<file path="config.mk">
export PLATFORM = sky130hd
export DESIGN_NAME = krtl_queue
export DESIGN_NICKNAME = d
export VERILOG_FILES = /design/src/sv/krtl_pkg.sv /design/src/sv/krtl_queue.sv
export SDC_FILE = /design/constraint.sdc
export NUM_CORES = 1
export LEC_CHECK = 0
export ABC_AREA = 1
export BUFFER_PORTS_ARGS = -buffer_cell sky130_fd_sc_hd__buf_2
export CAP_MARGIN = 20
export CORE_AREA = 4 4 260 262
export CTS_CLUSTER_SIZE = 16
export DETAILED_ROUTE_END_ITERATION = 6
export DIE_AREA = 0 0 264 266
export GPL_TIMING_DRIVEN = 1
export MAX_ROUTING_LAYER = met4
export SYNTH_ARGS = -nofsm -noshare
export SYNTH_HDL_FRONTEND = slang
export SYNTH_SLANG_ARGS = --single-unit
</file>
<file path="constraint.sdc">
create_clock -name clock -period 13.1 [get_ports clock]
set_input_delay 1.965 -clock clock [delete_from_list [all_inputs] [get_ports clock]]
set_output_delay 1.965 -clock clock [all_outputs]
set_load 0.1 [all_outputs]
</file>
<file path="src/sv/krtl_pkg.sv">
`timescale 1ns / 1ps
package krtl_pkg;
   localparam int TableEntriesDefault = 1024;
   localparam int BucketCountDefault  = 256;

   localparam logic [1:0] ST_HIT    = 2'd0;
   localparam logic [1:0] ST_MISS   = 2'd1;
   localparam logic [1:0] ST_STORED = 2'd2;
   localparam logic [1:0] ST_FULL   = 2'd3;

   localparam logic ACT_LOAD   = 1'b0;
   localparam logic ACT_LOOKUP = 1'b1;

   // one transaction as it travels from front to back
   typedef struct packed {
      logic        action;
      logic [15:0] font_id;
      logic [15:0] pt_size;
      logic [7:0]  position_class;
      logic [63:0] run_hash;
      logic [31:0] blob_offset;
      logic [31:0] blob_length;
      logic [31:0] box_left;
      logic [31:0] box_right;
      logic [31:0] box_ascent;
      logic [31:0] box_descent;
      logic [31:0] advance_width;
   } item_type;

   typedef struct packed {
      logic [1:0]  status;
      logic [31:0] offset;
      logic [31:0] length;
      logic [31:0] left;
      logic [31:0] right;
      logic [31:0] ascent;
      logic [31:0] descent;
      logic [31:0] width;
   } result_type;
endpackage

</file>
<file path="src/sv/krtl_queue.sv">
`timescale 1ns / 1ps
module krtl_queue
   import krtl_pkg::*;
(
   input  logic     clock,
   input  logic     reset,
   input  logic     push,
   input  item_type push_item,
   input  logic     pop,
   output logic     not_empty,
   output logic     full,
   output item_type head
);
   // two entry queue
   item_type    slot_ff [2];
   logic [1:0]  cnt_ff, cnt_in;
   logic        rd_ff, rd_in, wr_ff, wr_in;

   assign not_empty = (cnt_ff != 2'd0);
   assign full      = (cnt_ff == 2'd2);
   assign head      = slot_ff[rd_ff];

   always_comb begin
      cnt_in = cnt_ff + {1'b0, push} - {1'b0, pop};
      rd_in  = rd_ff ^ pop;
      wr_in  = wr_ff ^ push;
   end

   always_ff @(posedge clock) begin
      if (reset) begin
         cnt_ff <= 2'd0;
         rd_ff  <= 1'b0;
         wr_ff  <= 1'b0;
      end else begin
         cnt_ff <= cnt_in;
         rd_ff  <= rd_in;
         wr_ff  <= wr_in;
      end
      if (push) begin
         slot_ff[wr_ff] <= push_item;
      end
   end
endmodule

</file>
# [Word-level counts from Yosys, hierarchy flattened]
# Memories as Yosys holds them, arrays and structs flattened. A register that Yosys moved wholly into a read port is not among the register bits.
# Cells that the tools add are included.
[classes] muxes=3 bitwise_logic=2 eq_ne=1 n_addsub=2 reduce_logical=1
[ops] operator="$mux W1" count=3
[ops] operator="$add A2 B1 Y2" count=1
[ops] operator="$eq A2 B2 Y1 const B" count=1
[ops] operator="$reduce_bool A2 Y1" count=1
[ops] operator="$sub A2 B1 Y2" count=1
[ops] operator="$xor A1 B1 Y1" count=2
[word_totals] inputBits=333 ram_bits=658 ff_bits=4 mem_count=1
[mem_list] name="slot_ff" words=2 width=329 rd=1 rd_ports_with_merged_regs=1 wr=1 line="krtl_queue.sv:15" text="item_type slot_ff [2];"

# [Logic depth before layout (Yosys ltp)]
[logic_depth] depth_word=2 depth_mapped=9

# [Worst setup path after synthesis]
# No wires, ideal clock.
[synth_path] path_kind="input port to flip-flop" from="in push" to="mem slot_ff[0][0] in the netlist's numbering, enable pin" t_required_ns=12.365 stages=1 path_slack_ns=2.852 n_path_buf=0 arrival_ns=9.513 cell_sequence="ha_1"
[synth_via] elab_chain_cells=2
[synth_lines] item="start: declaration" line="krtl_queue.sv:7" text="input logic push,"
[synth_lines] item="$mux W1" line="krtl_queue.sv:39" text="if (push) begin"
[synth_lines] item="$mux W1 (implied by the code)" line="krtl_queue.sv:40" text="slot_ff[wr_ff] <= push_item;"
[synth_lines] item="end: declaration" line="krtl_queue.sv:15"
# No other way between the ends.

==> flow_metrics.env <==
export IMPL_fin_setup_tns_ns=0
export IMPL_setup_violations=0
export IMPL_die_w_um=264
export IMPL_cts_tree="yes"
export IMPL_final_min_clock_period_ns=5.98
export IMPL_crit_fanout=114
export IMPL_p_leak_uw=0.0124
export IMPL_grt_pass1_wl_um=83500
export IMPL_rows=94
export IMPL_ios=664
export IMPL_cp_data_required_time_ns=11.14
export IMPL_wire_per_inst_um=21.8
export IMPL_ys_seq_area_share_pct=77.8
export IMPL_fin_skew_ns=0.0182
export IMPL_critPathArrivalTime_ns=4.02
export IMPL_tightest_slew_ns=1.16
export IMPL_htree_levels=3
export IMPL_synth_common_cells="edfxtp_1, mux2_4, buf_12"
export IMPL_drt_antenna_violating_nets=0
export IMPL_synth_ff_type="edfxtp_1"
export IMPL_syn_avg_cell_area_um2=24.3
export IMPL_crit_path_end_kind="primary output"
export IMPL_grt_max_degree=163
export IMPL_postPlaceCellArea_um2=29300
export IMPL_synth_most_common_cell="edfxtp_1"
export IMPL_dp_cells=2550
export IMPL_die_h_um=266
export IMPL_grt_pass1_vias=13200
export IMPL_async_reset_ff_share_pct=0
export IMPL_fin_nets=2097
export IMPL_clock_path_buffers=3
export IMPL_ctsResizeCount=0
export IMPL_synth_top_area_cell="edfxtp_1"
export IMPL_clk_pin_slew_ns=0.06
export IMPL_synth_edf_count=658
export IMPL_total_power_uw=5830
export IMPL_ys_types=15
export IMPL_hold_viol=0
export IMPL_core_area_um2=65400
export IMPL_final_area_um2=31700
export IMPL_min_path_type="flop to flop"
export IMPL_synth_fp_nets=1388
export IMPL_gp_congestion=0.856
export IMPL_antenna_found_initial=22
export IMPL_fin_crit_sh_pct=45.7
export IMPL_vias_per_cell=4.59
export IMPL_multi_input_area_um2=4960
export IMPL_power_per_cell_area_nw_per_um2=184
export IMPL_cap_violations=0
export IMPL_ys_warn_count=0
export IMPL_fmax_ghz=0.167
export IMPL_routed_wl_um=59100
export IMPL_slew_violations=0
export IMPL_ys_top_cells_by_area="edfxtp_1, mux2_4, buf_12"
export IMPL_rrSetupSlack_ns=10.04
export IMPL_drtIter0Drc=755
export IMPL_initial_core_util_pct=39.0
export IMPL_first_pass_iters=5
export IMPL_die_area_um2=70200
export IMPL_cts_setup_buffers=0
export IMPL_synth_seq_cells=662
export IMPL_startpoint="rd_ff$_SDFF_PP0_"
export IMPL_relSlewSlack_pct=22.9
export IMPL_vias=12400
export IMPL_dp_hpwl_um=41300
export IMPL_cts_num_sinks=662
export IMPL_final_seq_area_um2=19800
export IMPL_cts_root_buf="clkbuf_16"
export IMPL_cts_buffers=72
export IMPL_fillers=5558
export IMPL_hold_start="cnt_ff[1]$_SDFF_PP0_"
export IMPL_area_growth_pct=24.4
export IMPL_synth_top_cell_area_share_pct=77.5
export IMPL_synth_area_um2=25500
export IMPL_whs_ns=0.579
export IMPL_ir_drop_uv=143
export IMPL_start_kind="flop"
export IMPL_rsz0062_at_grt="false"
export IMPL_grt_usage_pct=16.4
export IMPL_portBuffers=663
export IMPL_crit_type="flop to primary output"
export IMPL_drive_above_1_share_pct=60.8
export IMPL_route_detailed_drc=0
export IMPL_clk_latency_ns=0.60
export IMPL_grt_overflow_total=0
export IMPL_netlist_instances=1051
export IMPL_finalNonFillerCells=2704
export IMPL_cts_hold_buf=0
export IMPL_run_status="completed"
export IMPL_timing_rr_start="wr_ff$_SDFF_PP0_"
## cells in the final DEF, fill, tap and decap left out
cell type,instances
dfxtp_4,1
ha_4,2
inv_6,3
a21oi_1,1
xnor2_1,1
edfxtp_1,658
mux2_4,300
mux2_2,29
nor2_1,5
buf_2,663
clkinv_4,2
clkinv_1,17
inv_1,7
inv_16,1
clkbuf_1,14
clkinv_8,3
dfxtp_1,3
bufinv_16,5
nand2_1,4
diode_2,23
ha_1,2
nand3_1,1
clkinv_2,10
buf_12,4
buf_4,5
clkbuf_16,74
clkinvlp_4,2
## sequential cells by signal, indices dropped and copies added (netlist names)
register and count:
rd_ff 1, cnt_ff 2, slot_ff 658, wr_ff 1
## routing by layer
metal / vias up / routed length [um] / track usage, %
li1: 5668 / - / -
met1: 6175 / 21400 / 17.5
met2: 446 / 31400 / 27.9
met3: 118 / 4160 / 4.97
met4: 0 / 2120 / 7.74
met5: - / 0 / -
## power breakdown
group          switching (uW)  leakage (uW)  total [uW]  internal, uW
sequential               37.9       0.00621        2520          2480
clock                     802       0.00112        1940          1140
combinational            1080       0.00511        1370           292
## metrics by stage
| stage | setup WS, ns | utilization (%) |
|---|---|---|
| floorplan | 2.85 | - |
| global placement | 7.73 | 44.9 |
| detailed placement | 7.70 | 44.9 |
| CTS | 7.04 | 48.4 |
| global route | 6.93 | 48.5 |
| finish | 7.12 | 48.5 |
## final timing paths
kind / end / depth (start not counted)
setup / recovery: head[170] / 4
hold / removal: cnt_ff[1]$_SDFF_PP0_ / 3
setup reg to reg: slot_ff[0][204]$_DFFE_PP_ / 4
hold reg to reg: cnt_ff[1]$_SDFF_PP0_ / 3
## kinds of logic after synthesis
family,synth area share [%]
compound gates,0.0196
simple gates,0.152
fa+ha+maj,0.196
mux,19.0
xor+xnor,0.0344
flops,77.8
buf+inv,2.81
## worst max-delay path: stages (launching register included)
cell and delay, ns:
dfxtp_4 0.96, buf_4 0.80, buf_12 0.66, mux2_4 0.30, buf_2 0.43
## layout make-up
type / count / area share [%]
Sequential cell: 662 / 62.6
Multi-Input combinational cell: 345 / 15.6
Timing Repair Buffer: 672 / 10.8
Clock buffer: 88 / 6.01
Tap cell: 864 / 3.41
Clock inverter: 43 / 1.24
Antenna cell: 23 / 0.182
Inverter: 7 / 0.0829
Power figures use the tool's default switching activity.
