===== config.mk =====
export PLATFORM = sky130hd
export DESIGN_NAME = krtl_front
export DESIGN_NICKNAME = d
export VERILOG_FILES = /design/src/sv/krtl_pkg.sv /design/src/sv/krtl_front.sv
export SDC_FILE = /design/constraint.sdc
export NUM_CORES = 1
export LEC_CHECK = 0
export BUFFER_PORTS_ARGS = -buffer_cell sky130_fd_sc_hd__buf_2
export CAP_MARGIN = 20
export CORE_AREA = 4 4 258 260
export CTS_BUF_LIST = sky130_fd_sc_hd__clkbuf_4 sky130_fd_sc_hd__clkbuf_8 sky130_fd_sc_hd__clkbuf_16
export CTS_CLUSTER_DIAMETER = 200
export DETAILED_ROUTE_END_ITERATION = 8
export DIE_AREA = 0 0 262 264
export PLACE_DENSITY_LB_ADDON = 0.1
export SLEW_MARGIN = 20
export SYNTH_ARGS = -nofsm -noshare
export SYNTH_HDL_FRONTEND = slang
export SYNTH_SLANG_ARGS = --single-unit

===== constraint.sdc =====
create_clock -name clock -period 17.5 [get_ports clock]
set_input_delay 3.5 -clock clock [delete_from_list [all_inputs] [get_ports clock]]
set_output_delay 3.5 -clock clock [all_outputs]
set_load 0.05 [all_outputs]

===== src/sv/krtl_pkg.sv =====
`timescale 1ns / 1ps
package krtl_pkg;
   localparam int TableEntriesDefault = 1024;
   localparam int BucketCountDefault  = 256;

   localparam logic [1:0] ST_HIT    = 2'd0;
   localparam logic [1:0] ST_MISS   = 2'd1;
   localparam logic [1:0] ST_STORED = 2'd2;
   localparam logic [1:0] ST_FULL   = 2'd3;

   localparam logic ACT_LOAD   = 1'b0;
   localparam logic ACT_LOOKUP = 1'b1;

   // one transaction as it travels from front to back
   typedef struct packed {
      logic        action;
      logic [15:0] font_id;
      logic [15:0] pt_size;
      logic [7:0]  position_class;
      logic [63:0] run_hash;
      logic [31:0] blob_offset;
      logic [31:0] blob_length;
      logic [31:0] box_left;
      logic [31:0] box_right;
      logic [31:0] box_ascent;
      logic [31:0] box_descent;
      logic [31:0] advance_width;
   } item_type;

   typedef struct packed {
      logic [1:0]  status;
      logic [31:0] offset;
      logic [31:0] length;
      logic [31:0] left;
      logic [31:0] right;
      logic [31:0] ascent;
      logic [31:0] descent;
      logic [31:0] width;
   } result_type;
endpackage


===== src/sv/krtl_front.sv =====
`timescale 1ns / 1ps
module krtl_front
   import krtl_pkg::*;
(
   input  logic     clock,
   input  logic     reset,
   input  logic     start,
   input  item_type req_item,
   input  logic     q_full,
   output logic     busy,
   output logic     push,
   output item_type push_item
);
   // registers the request before queueing
   item_type hold_ff;
   logic     valid_ff, valid_in;

   assign busy      = valid_ff && q_full;
   assign push      = valid_ff && !q_full;
   assign push_item = hold_ff;

   always_comb begin
      valid_in = valid_ff;
      if (push) begin
         valid_in = 1'b0;
      end
      if (start && !busy) begin
         valid_in = 1'b1;
      end
   end

   always_ff @(posedge clock) begin
      if (reset) begin
         valid_ff <= 1'b0;
      end else begin
         valid_ff <= valid_in;
      end
      if (start && !busy) begin
         hold_ff <= req_item;
         // lookup class zero needs no retry: normalize unused load bits not needed
      end
   end
endmodule


---- Word level (Yosys, flattened, before mapping) ----
Cells that the tools add are included.
word-level totals
  flip-flop bits (word level) ............. 330
  input bits .............................. 333
  output and inout bits ................... 331
  logic and storage cells ................. 21
cells by class
  mux-type cells .......................... 2
  reductions and logical operators ........ 6
operators by type and width
  cell               number
  $logic_and 1x1->1  3
  $logic_not 1->1    2
  $mux 1             2
  $reduce_bool 2->1  1

---- Depth between registers and ports, before layout ----
Gate-level depths: netlist of the first run.
  depth in word-level cells ............... 4
  gate-level depth with buffers ........... 2
  depth with buffers taken out ............ 2

---- Worst setup path before layout of the first run ----
OpenSTA, ideal clock, no wires.
  path kind ............................... input -> register
  start point ............................. in q_full
  end point ............................... reg hold_ff (netlist bit push_item[0]), enable pin
  setup time .............................. 0.764 ns
  arrival ................................. 12.014 ns
  required time ........................... 16.736 ns
  slack ................................... 4.722 ns
  cell stages on the path ................. 2
  buffers on the path ..................... 0
  cell sequence ........................... and2_4 -> nor2b_2
on the way
  word-level cells in the longest chain between the ends .. 3
RTL lines
  what                  RTL line          text
  start, declared       krtl_front.sv:9   input logic q_full,
  $logic_and 1x1->1     krtl_front.sv:18  assign busy = valid_ff && q_full;
  $logic_not 1->1       krtl_front.sv:38  if (start && !busy) begin
  $logic_and 1x1->1     krtl_front.sv:38
  end signal, assigned  krtl_front.sv:39  hold_ff <= req_item;
  end, declared         krtl_front.sv:15  item_type hold_ff;
No other way between the ends.
A chain may end at the register's enable or synchronous reset.

---- Worst setup path after layout of the first run ----
  start point ............................. in q_full
  end point ............................... out push
on the way
  word-level cells in the longest chain between the ends .. 2
RTL lines
  what               RTL line          text
  $logic_not 1->1    krtl_front.sv:19  assign push = valid_ff && !q_full;
  $logic_and 1x1->1  krtl_front.sv:19
  end, declared      krtl_front.sv:11  output logic push,
No other way between the ends.

==> flow_summary.yaml, run 1 <==
status:
  status: "finished clean"
critical_path:
  cpMaxStageDelayCell: "buf_2"
  crit_chain: "buf_2, and2b_2, buf_2"
  r2r_end: "push_item[178]"
  regToRegSetupSlack_ns: 14.06
  r2r_cells: 4
  crit_type: "input pin to primary output"
  cp-start-kind: "input pin"
  cp_common_cell: "buf_2"
  critPathRequiredTime_ns: 14.00
  cp-end-kind: "primary output"
  worstPathMaxFanout: 3
  worstPathArrival_ns: 4.08
  critPathMaxStageDelay_ns: 0.26
  regToRegStartpoint: "valid_ff"
min_path:
  hold_path.class: "register to register"
  hold_depth: 2
  hp-start: "valid_ff"
  min_to: "valid_ff"
finish:
  layout_common_cells: "buf_2 (663), edfxtp_1 (329), clkbuf_16 (43)"
  drive_above_1_share: 0.6826
  stdcell_area_mm2: 0.01562
  syn_to_final_growth_pct: 57.19
  utilization: 0.2436
  fin_nets: 1377
  final_cells: 1926
  fillers: 6806
  final_common_cell: "buf_2"
pwr:
  power.density_mw_per_mm2: 128.0
  leakagePower_nw: 6.469
  worst_ir_drop_vdd_uv: 62.76
route:
  first_iter_violations: 329
  avgViaCountPerCell: 3.198
  route.top_layer_used: "met5"
  routed-wl-met2_mm: 19.80
  met3WireLength_mm: 4.338
  routed_wl_mm: 36.04
  drc: 0
  wire_per_inst_um: 18.71
  final_antenna_net_count: 0
  drt_first_pass_iters: 4
  vias: 6160
  wl_met1_mm: 11.02
global_routing:
  grt_max_degree: 158
  overflow: 0
  grt.total_usage: 0.09712
  grt_pass1_vias: 6558
  grt_pass1_wl_mm: 48.39
  antenna_found_initial: 9
clock_network:
  clk_latency_ns: 0.54
  root_buffer: "clkbuf_16"
  cts_hold_buf: 0
  clk_path_buf_depth: 3
  post_cts_buffers: 0
  htree_levels: 2
  clk_pin_slew_ns: 0.05
  cts_tree: "built"
  clock_sinks: 330
  cts_resized: 0
  cts_made_buffers: 41
timing:
  drv_slew: 0
  fin_ws_ns: 9.922
  skew_ns: 0.01255
  worstMarginPinSlew_ns: 1.051
  period_share: 0.4330
  setup_viol: 0
  max_slew_margin: 0.2994
  rsz0062_at_grt: "false"
  hold_viol: 0
  setup_tns_ns: 0
  fmax_mhz: 132.0
  period_needed_ns: 7.578
floorplanning:
  die_w_um: 262
  die_h_um: 264
  start_util: 0.1549
  num_io_pins: 664
  coreArea_mm2: 0.06412
  dieArea_mm2: 0.06917
  rows: 93
synthesis:
  ys_seq_area_frac: 0.9965
  synth.avg_cell_area_um2: 29.66
  synth_fp_nets: 668
  synth_top_cells_by_area: "edfxtp_1 (99%), dfxtp_1 (0.20%), and2_4 (0.088%), and2b_2 (0.088%), nor2b_2 (0.088%)"
  yosysTopAreaCell: "edfxtp_1"
  syn_area_mm2: 0.009935
  yosysWarnings: 0
  yosysUniqueCellTypes: 7
  synth-seq-cells: 330
  synth_cells: 335
  synth_top_area_frac: 0.9945
flow_run:
  maxCapViolCount: 0
place:
  dp_cells: 1856
  dp_slack_ns: 9.923
  place_hpwl_mm: 27.89
  dpl_cell_area_mm2: 0.01436
  gp_congestion: 0.7237
  numPortBuffers: 663
[sequential cells by signal, indices dropped and copies added (netlist names)]
register and count:
valid_ff 1, push_item 329
[cell usage after synthesis]
cell / instances
a21oi_1: 1
edfxtp_1: 329
nor2b_2: 1
and2_4: 1
nor2_1: 1
and2b_2: 1
dfxtp_1: 1
[worst max path at each step]
stage	start	endpoint	slack, ns
after global placement	q_full	push	9.92
after global routing	q_full	push	9.89
after CTS	q_full	push	9.92
after detailed placement	q_full	push	9.92
after floorplan	q_full	push_item[0]	4.72
final	q_full	push	9.92
[worst max-delay path, delay by kind of cell]
kind | cells | cell delay (ns)
buffers and inverters | 2 | 0.37
and+or+nand+nor | 1 | 0.21
[per-layer routing]
| layer | up-vias | track usage |
|---|---|---|
| met4 | 10 | 0.02828 |
| met1 | 2952 | 0.08969 |
| met3 | 58 | 0.04870 |
| met2 | 341 | 0.1851 |
| met5 | - | 0 |
| li1 | 2799 | - |
[power breakdown]
part	internal (mW)	total, mW	switching (mW)	leakage (nW)
sequential	0.927	0.937	0.00991	3.19
combinational	0.0553	0.265	0.209	2.65
clock	0.478	0.797	0.319	0.626
[kinds of logic after synthesis]
kind of cell,synth area share
DFF,0.9965
AOI/OAI and AO/OA,0.0005033
and+or+nand+nor,0.003023
[through the flow]
stage	power, mW	hold WS [ns]
floorplan	1.139	0.4668
global placement	1.223	0.5009
detailed placement	1.223	0.5042
CTS	2.048	0.5203
global route	2.088	0.5930
finish	1.998	0.5214
[cell type report]
class	count	area [µm²]	area share
Clock buffer	55	1166	0.07467
Tap cell	855	1070	0.06850
Timing Repair Buffer	666	3353	0.2147
Clock inverter	12	80.08	0.005128
Multi-Input combinational cell	5	40.04	0.002564
Antenna cell	3	7.507	0.0004807
Sequential cell	330	9899	0.6339
(Power assumes the default switching activity.)
==> run 2: changes to the inputs <==
Settings changed: CORE_AREA 4 4 258 260 to 4 4 253 255, DIE_AREA 0 0 262 264 to 0 0 257 259.
Clock period 17.5 ns to 6.6 ns, I/O delays scaled along.
==> run 2 against run 1 <==
  * Routed wire length fell by 0.21%
  * Critical path depth unchanged
  * Core utilization rose by 1.1 points
  * Die area decreased by 3.8%
  * Non-clock buffer count up 3
  * Total power grew to 2.7 times the previous value
  * Clock skew decreased by 0.0048 ns
  * First-iteration DRC count shrank 4.6%
  * Clock power rose to 2.7 times the previous value
  * Via count rose by 0.71%
  * Sequential cell count is the same
  * Highest routed layer unchanged
==> flow_summary.yaml, run 2 (synthesized netlist as in run 1, its figures left out) <==
status:
  status: "finished clean"
min_path:
  hold_path.class: "register to register"
  hold_depth: 2
finish:
  final_cells: 1913
  fin_nets: 1380
  largest_reg_flops: 329
  syn_to_final_growth_pct: 57.67
  stdcell_area_mm2: 0.01566
  drive_above_1_share: 0.6837
  layout_common_cells: "buf_2 (663), edfxtp_1 (329), clkbuf_16 (43)"
  fillers: 6460
  final_common_cell: "buf_2"
global_routing:
  grt_pass1_wl_mm: 48.80
  grt.total_usage: 0.1013
  grt.met3_usage: 0.04956
  use_met1: 0.09451
  grt_max_degree: 118
  antenna_found_initial: 7
  overflow: 0
  top_usage_layer: "met2"
  grt_pass1_vias: 6619
  grtUsageMet2: 0.1924
floorplanning:
  dieArea_mm2: 0.06656
  rows: 91
  die_h_um: 259
  num_io_pins: 664
  coreArea_mm2: 0.06160
  start_util: 0.1613
  die_w_um: 257
critical_path:
  crit_type: "input pin to primary output"
  critPathRequiredTime_ns: 5.28
  cp-startpoint: "q_full"
  worstPathMaxFanout: 3
  critPathCapture: "push"
  regToRegSetupSlack_ns: 4.31
  regToRegStartpoint: "valid_ff"
  worstPathArrival_ns: 1.87
  r2r_end: "push_item[94]"
  r2r_cells: 3
  cp-end-kind: "primary output"
  cp-start-kind: "input pin"
clock_network:
  cts_resized: 0
  htree_levels: 2
  clk_latency_ns: 0.54
  cts_made_buffers: 41
  root_buffer: "clkbuf_16"
  post_cts_buffers: 0
  cts_tree: "built"
  clk_path_buf_depth: 3
  clk_pin_slew_ns: 0.05
  cts_hold_buf: 0
  clock_sinks: 330
place:
  place_hpwl_mm: 28.17
  dp_cells: 1841
  dpl_cell_area_mm2: 0.01438
  numPortBuffers: 663
  gp_congestion: 0.7501
route:
  wire_per_inst_um: 18.80
  first_iter_violations: 314
  vias: 6204
  final_antenna_net_count: 0
  drt_first_pass_iters: 4
  routed_wl_mm: 35.97
  drc: 0
  avgViaCountPerCell: 3.243
pwr:
  leakagePower_nw: 6.506
  worst_ir_drop_vdd_uv: 166.8
  power.density_mw_per_mm2: 341.2
timing:
  hold_ws_ns: 0.5123
  worstMarginPinSlew_ns: 0.9241
  setup_viol: 0
  period_needed_ns: 3.192
  skew_ns: 0.007763
  rsz0062_at_grt: "false"
  drv_slew: 0
  max_slew_margin: 0.3826
  hold_viol: 0
  fmax_mhz: 313.3
  period_share: 0.4837
flow_run:
  maxCapViolCount: 0
run 2: cell count changes in the layout (fill, tap and decap cells not counted):
| cell | previous run | this run |
|---|---|---|
| inv_6 | 1 | 2 |
| bufinv_16 | 1 | 2 |
| buf_12 | 1 | 2 |
| clkbuf_4 | 12 | 8 |
| clkinv_1 | 7 | 8 |
| buf_4 | 2 | 4 |
| clkinvlp_4 | 0 | 1 |
| diode_2 | 3 | 1 |
| clkinv_2 | 3 | 7 |
run 2: report_power, final:
group          switching (mW)  internal [mW]  total (mW)
clock                   0.863           1.29        2.16
combinational           0.558          0.150       0.708
sequential             0.0256           2.46        2.48
total                    1.45           3.90        5.34
run 2: area by class of cell:
cell class	instances	area [µm²]	share of cell area
multi-input cells	5	40.04	0.002556
clock inverters	20	150.1	0.009585
clock buffers	51	1136	0.07253
well taps	837	1047	0.06686
diodes	1	2.502	0.0001598
repair buffers	669	3388	0.2163
flip-flops and latches	330	9899	0.6320
run 2: how the worst min path moves through the flow:
stage / from / end
finish: valid_ff / valid_ff
detailed placement: valid_ff / valid_ff
global placement: valid_ff / valid_ff
floorplan: valid_ff / valid_ff
global route: valid_ff / valid_ff
CTS: valid_ff / valid_ff
run 2: worst max-delay path, cell delays in order:
cell and delay (ns):
buf_2 0.11, and2b_2 0.19, buf_2 0.25
run 2: routing by layer:
layer / part of all wire / routed length [µm]
met5: 0.0012 / 43
met3: 0.11 / 3832
met4: 0.025 / 894
met1: 0.32 / 11340
met2: 0.55 / 19860
run 2: metrics by stage:
step,setup TNS [ns],util,total power [mW],setup WS [ns]
floorplan,-85.75,-,3.005,-0.2606
global placement,0,0.2334,3.248,3.163
detailed placement,0,0.2334,3.248,3.138
CTS,0,0.2543,5.470,3.407
global route,0,0.2543,5.596,3.400
finish,0,0.2543,5.345,3.408
